==> config.mk <==
export PLATFORM = sky130hd
export DESIGN_NAME = smg_ram
export DESIGN_NICKNAME = d
export VERILOG_FILES = /design/src/design/smg_ram.sv
export SDC_FILE = /design/constraint.sdc
export NUM_CORES = 1
export LEC_CHECK = 0
export BUFFER_PORTS_ARGS = -buffer_cell sky130_fd_sc_hd__buf_2
export CORE_ASPECT_RATIO = 0.9
export CORE_MARGIN = 4
export CORE_UTILIZATION = 50
export CTS_CLUSTER_DIAMETER = 100
export DETAILED_ROUTE_END_ITERATION = 8
export PLACE_DENSITY_LB_ADDON = 0.3
export SLEW_MARGIN = 25
export SYNTH_ARGS = -nofsm -noshare
export SYNTH_HDL_FRONTEND = slang
export SYNTH_SLANG_ARGS = --single-unit
==> constraint.sdc <==
create_clock -name clock -period 1.5 [get_ports clock]
set_input_delay 0.075 -clock clock [delete_from_list [all_inputs] [get_ports clock]]
set_output_delay 0.075 -clock clock [all_outputs]
set_load 0.1 [all_outputs]
==> src/design/smg_ram.sv <==
// Generic single-port-write, registered-read RAM.
module smg_ram #(
   parameter int WIDTH = 8,
   parameter int DEPTH = 4,
   localparam int AW = (DEPTH > 1) ? $clog2(DEPTH) : 1
) (
   input  logic             clock,
   input  logic             wr_en,
   input  logic [AW-1:0]    wr_addr,
   input  logic [WIDTH-1:0] wr_data,
   input  logic [AW-1:0]    rd_addr,
   output logic [WIDTH-1:0] rd_data
);

   logic [WIDTH-1:0] mem_ff [DEPTH];
   logic [WIDTH-1:0] rd_data_ff;

   always_ff @(posedge clock) begin
      if (wr_en) begin
         mem_ff[wr_addr] <= wr_data;
      end
      rd_data_ff <= mem_ff[rd_addr];
   end

   assign rd_data = rd_data_ff;

endmodule

==> results.ini, run 1 <==
[outcome]
status=completed

[final_layout]
regArea_um2=1120
drive_gt1_frac=0.389
nets=103
fillers=181
multiInputGateArea_um2=211
area_growth_pct=19.3
final_common_cell=edfxtp_1
final_cell_mix=32 x edfxtp_1, 21 x buf_2, 8 x mux4_2, 8 x dlygate4sd3_1, 8 x dfxtp_1
antenna_cells=0

[setup_path]
cp.arrival_ps=1080
slowest_stage=buf_2
r2r_end=rd_data[1]$_DFF_P_
end_kind=output port
r2r_setup_slack_ps=520
r2r_cells=1
r2r-start=mem_ff[3][1]$_DFFE_PP_
path_max_fanout=1
startpoint_type=register
crit_chain=buf_2
path_depth=1
path_buf_inv=1
crit_required_ps=1420
cp_top_family=buffers and inverters
max_stage_delay_ps=420
path_class=register to output port

[power]
leakage_uw=0.000582
clkPwrFrac=0.238
power-per-cell-area_nw_per_um2=1270
pwr-share-comb=0.139
p_total_uw=2050
p_int_uw=1520
ir_worst_vdd_uv=629
switchingPower_uw=529
pwr-share-seq=0.623
switching_share=0.258

[clocking]
htree_levels=2
cts_tree=done
clkSinkCount=40
holdBufCountCts=8
insertion_delay_ps=330
clk_pin_slew_ps=100
cts-buffers-inserted=5
cts_buffer_depth=2
cts_root_buffer=clkbuf_4
cts-resized-gates=0
cts_setup_buffers=0

[floorplan]
rows=17
die_h_um=57.3
io_pins=22
coreArea_um2=2510
dieArea_um2=3590
fp.dieW_um=62.7
initial_core_util=0.537

[global_routing]
antenna_found_initial=0
grt-ovfl-total=0
use_met3=0.0413
groute.usage.overall=0.126
met2_usage=0.199
grt_max_degree=12
grt_pass1_vias=683
grt_pass1_wl_mm=3.24
met1_usage=0.150
top_usage_layer=met2

[route]
vias_per_cell=5.27
drtIter0Drc=8
drtAntennaViolNets=0
vias=622
drc=0
firstDrtPassIters=3
wl_per_cell_um=16.3
finalWirelength_mm=1.92

[min_path]
hp-start=rd_addr[1]
holdPathEnd=rd_data[2]$_DFF_P_
min_path_cells=2
hold_class=input pin to register

[timing]
clock.fmax_mhz=869
hold_slack_ps=171
timing.final.crit_share=0.767
rsz0062_at_grt=no
relSlewSlack=0.677
setup_ws_ps=350
skew_ps=2.40
tns_ps=0
fin_crit_ps=1150
tightest_slew_ps=488
hold_viol_final=0
finalMaxSlewViolations=0
setup_viol=0

[job]
cap_violations=0

[logic_synthesis]
yosys.area.top_type=edfxtp_1
syn_nets=68
avgSynthCellArea_um2=25.0
syn_area_um2=1350
synth.distinct_cells=8
ys_seq_area_frac=0.831
synth_top_area_frac=0.712
synth_seq_cells=40
syn_inst=54
synthTopCellsByArea=edfxtp_1 71%, mux4_2 13%, dfxtp_1 12%
yosysWarnings=0

[place]
io_buffer_count=21
place_congestion=0.647
dpl_worst_slack_ps=444

[layer usage]
metal	share of wire	vias up	wire length, um
met5	0	-	0
met4	0.013	0	24
met3	0.044	4	85
met2	0.51	18	972
met1	0.44	305	836
li1	-	295	-
[layout make-up]
class / count / area share
clock inverter: 1 / 0.00233
sequential: 40 / 0.697
multi-input combinational: 12 / 0.131
clock buffer: 7 / 0.0280
tap: 28 / 0.0218
timing repair buffer: 30 / 0.120
[cell families after synthesis]
group	Yosys count	share of synthesized area
and+or+nand+nor	4	0.0232
DFF	40	0.831
buffers and inverters	2	0.0121
muxes	8	0.134
[registers in the layout (all words and copies together) (netlist names)]
signal / flops
rd_data: 8
mem_ff: 32
[cells in the mapped netlist]
| library cell | count |
|---|---|
| edfxtp_1 | 32 |
| dfxtp_1 | 8 |
| mux4_2 | 8 |
| and3b_1 | 2 |
| and3_1 | 1 |
| buf_6 | 1 |
| clkbuf_2 | 1 |
| nor3b_1 | 1 |
[through the flow]
stage / instance area, um^2 / instances / util
CTS: 1610 / 118 / 0.641
finish: 1610 / 118 / 0.641
floorplan: 1350 / 54 / -
global placement: 1480 / 102 / 0.590
global route: 1610 / 118 / 0.641
detailed placement: 1480 / 102 / 0.590
[worst max path at each step]
stage | slack [ps] | from | end
floorplan | 360 | wr_addr[0] | mem_ff[0][0]$_DFFE_PP_
global placement | 470 | rd_addr[0] | rd_data[5]$_DFF_P_
detailed placement | 440 | rd_addr[0] | rd_data[1]$_DFF_P_
CTS | 330 | rd_data[2]$_DFF_P_ | rd_data[2]
global route | 300 | rd_data[3]$_DFF_P_ | rd_data[3]
finish | 350 | rd_data[2]$_DFF_P_ | rd_data[2]
[power groups by stage]
stage	Combinational (uW)	Clock [uW]	Sequential, uW
floorplan	57.2	0	1460
global placement	267	0	1300
detailed placement	270	0	1300
CTS	286	497	1280
global route	298	546	1280
finish	284	487	1280
No activity file was read; power rests on OpenSTA's default activity.
==> run 2, diff against run 1 <==
- CORE_UTILIZATION: 50 -> 48
- clock period: 1.5 -> 1.04 ns (I/O delays scaled with it)
==> run 2 against run 1 <==
Effect of this change:
- setup slack got worse by 270 ps
- global-route usage is 0.33 points higher
- total power grew 64%
- die area increased by 3.6%
- sequential share of layout area shrank 8.9 points
- sequential power grew 45%
- largest cell class unchanged
==> results.ini, run 2 (synthesized netlist as in run 1, its figures left out) <==
[route]
drc=0  ; unchanged
vias_per_cell=4.79  ; -9.1%
finalWirelength_mm=2.02  ; +5.1%
vias=642  ; +3.2%
drtAntennaViolNets=0  ; unchanged
drtIter0Drc=25  ; +17
firstDrtPassIters=3  ; unchanged
wl_per_cell_um=15.1  ; -7.4%

[timing]
tns_ps=0  ; unchanged
hold_viol_final=0  ; unchanged
hold_slack_ps=142  ; -29.2 ps
clock.fmax_mhz=1040
timing.final.crit_share=0.926
setup_ws_ps=77.1  ; -273 ps
rsz0062_at_grt=no
relSlewSlack=0.857  ; +0.180
finalMaxSlewViolations=0  ; unchanged
skew_ps=6.27  ; +3.88 ps
setup_viol=0  ; unchanged
tightest_slew_ps=215  ; -274 ps
fin_crit_ps=963

[place]
dpl_worst_slack_ps=96.4  ; -348 ps
placed_cells=118  ; +16%
dpl.hpwl_mm=1.37
io_buffer_count=21  ; unchanged
place_congestion=0.647  ; about the same

[clocking]
insertion_delay_ps=340  ; about the same
cts-buffers-inserted=5  ; unchanged
cts-resized-gates=0  ; unchanged
clk_pin_slew_ps=110  ; about the same
htree_levels=2  ; unchanged
cts_tree=done
cts_buffer_depth=2  ; unchanged
clkSinkCount=40  ; unchanged
cts_root_buffer=clkbuf_4

[setup_path]
crit_chain=mux4_2
max_stage_delay_ps=450  ; +30 ps
r2r_setup_slack_ps=80  ; -440 ps
cp_top_family=multiplexers
slowest_stage=mux4_2
path_buf_inv=0  ; -1
r2r-start=mem_ff[0][6]$_DFFE_PP_
path_class=register to register
path_max_fanout=1  ; unchanged
end_kind=register
r2r_end=rd_data[6]$_DFF_P_
r2r_cells=1  ; unchanged
cp.arrival_ps=1190  ; +110 ps
startpoint_type=register
crit_required_ps=1260  ; -160 ps

[floorplan]
fp.dieW_um=63.9  ; +1.8%
initial_core_util=0.524  ; -0.0133
rows=17  ; unchanged
coreArea_um2=2570  ; +2.5%
dieArea_um2=3720  ; +3.6%
die_h_um=58.3  ; +1.8%
io_pins=22  ; unchanged

[final_layout]
final_cell_mix=32 x edfxtp_1, 13 x buf_2, 10 x buf_12
largest_register_ffs=32  ; unchanged
antenna_cells=0  ; unchanged
drive_gt1_frac=0.458  ; +0.0694
layoutNonFillerInstCount=134  ; +14%
nets=109  ; +5.8%
regMostFlops=mem_ff
fillers=174  ; -3.9%
final_common_cell=edfxtp_1
area_growth_pct=36.7

[power]
pwr-share-comb=0.158  ; +0.019
leakage_uw=0.000681  ; +17%
switching_share=0.241  ; -0.0175
ir_worst_vdd_uv=1480  ; +140%
p_int_uw=2550  ; +68%
clkPwrFrac=0.288  ; +0.050
pwr-share-seq=0.554  ; -0.069
power-per-cell-area_nw_per_um2=1820  ; +43%
switchingPower_uw=809  ; +53%

[global_routing]
grt_pass1_wl_mm=3.36  ; +3.6%
antenna_found_initial=0  ; unchanged
groute.usage.overall=0.130  ; +0.00329
grt_max_degree=13  ; +1
grt-ovfl-total=0  ; unchanged
grt_pass1_vias=679  ; -0.59%

[min_path]
hold_class=input pin to register
min_path_cells=2  ; unchanged
hp-start=rd_addr[1]
holdPathEnd=rd_data[4]$_DFF_P_

[outcome]
status=completed

[job]
cap_violations=0  ; unchanged

run 2: cell count changes in the layout (fill, tap and decap cells not counted), sizes merged:
cell / delta
buf: +6
clkbuf: -1
bufinv: +1
run 2: repair_timing:
item	CTS	global route
buffers inserted	0	0
endpoints found under the setup margin	0	0
endpoints found under the hold margin	32	0
hold buffers	8	0
run 2: layer usage:
metal / share of wire / wire length (um) / track usage / vias to the layer above
met5: 0 / 0 / 0 / -
met3: 0.073 / 148 / 0.0420 / 7
met4: 0.025 / 51 / 0.102 / 0
met2: 0.46 / 918 / 0.194 / 23
li1: - / - / - / 303
met1: 0.45 / 898 / 0.156 / 309
run 2: area by class of cell:
type                       count  area (um^2)  area share
sequential                    40         1120       0.608
timing repair buffer          36          383       0.208
multi-input combinational     12          216       0.117
tap                           38         47.5      0.0258
clock buffer                   6         41.3      0.0224
clock inverter                 2         35.0      0.0190
run 2: per-stage QoR:
stage	total power [uW]	utilization	area, um^2
2_1_floorplan	2180	-	1350
3_3_place_gp	2400	0.656	1690
3_5_place_dp	2410	0.656	1690
4_1_cts	3380	0.717	1840
5_1_grt	3500	0.717	1840
6_report	3360	0.717	1840
run 2: how the worst max path moves through the flow:
stage                     cells past startpoint  slack (ps)            endpoint              startpoint
after floorplan                               0          80          rd_data[0]      rd_data[0]$_DFF_P_
after global placement                        3         110  rd_data[6]$_DFF_P_              rd_addr[0]
after detailed placement                      1         100  rd_data[6]$_DFF_P_  mem_ff[0][6]$_DFFE_PP_
after CTS                                     1          70          rd_data[5]      rd_data[5]$_DFF_P_
after global routing                          1          30          rd_data[5]      rd_data[5]$_DFF_P_
final                                         1          80  rd_data[6]$_DFF_P_  mem_ff[0][6]$_DFFE_PP_
run 2: power by group through the flow:
| stage | sequential (uW) | clock (uW) | combinational (uW) |
|---|---|---|---|
| final | 1860 | 969 | 531 |
| after global routing | 1870 | 1080 | 551 |
| after CTS | 1860 | 985 | 537 |
| after detailed placement | 1900 | 0 | 513 |
| after global placement | 1890 | 0 | 508 |
| after floorplan | 2100 | 0 | 83.2 |
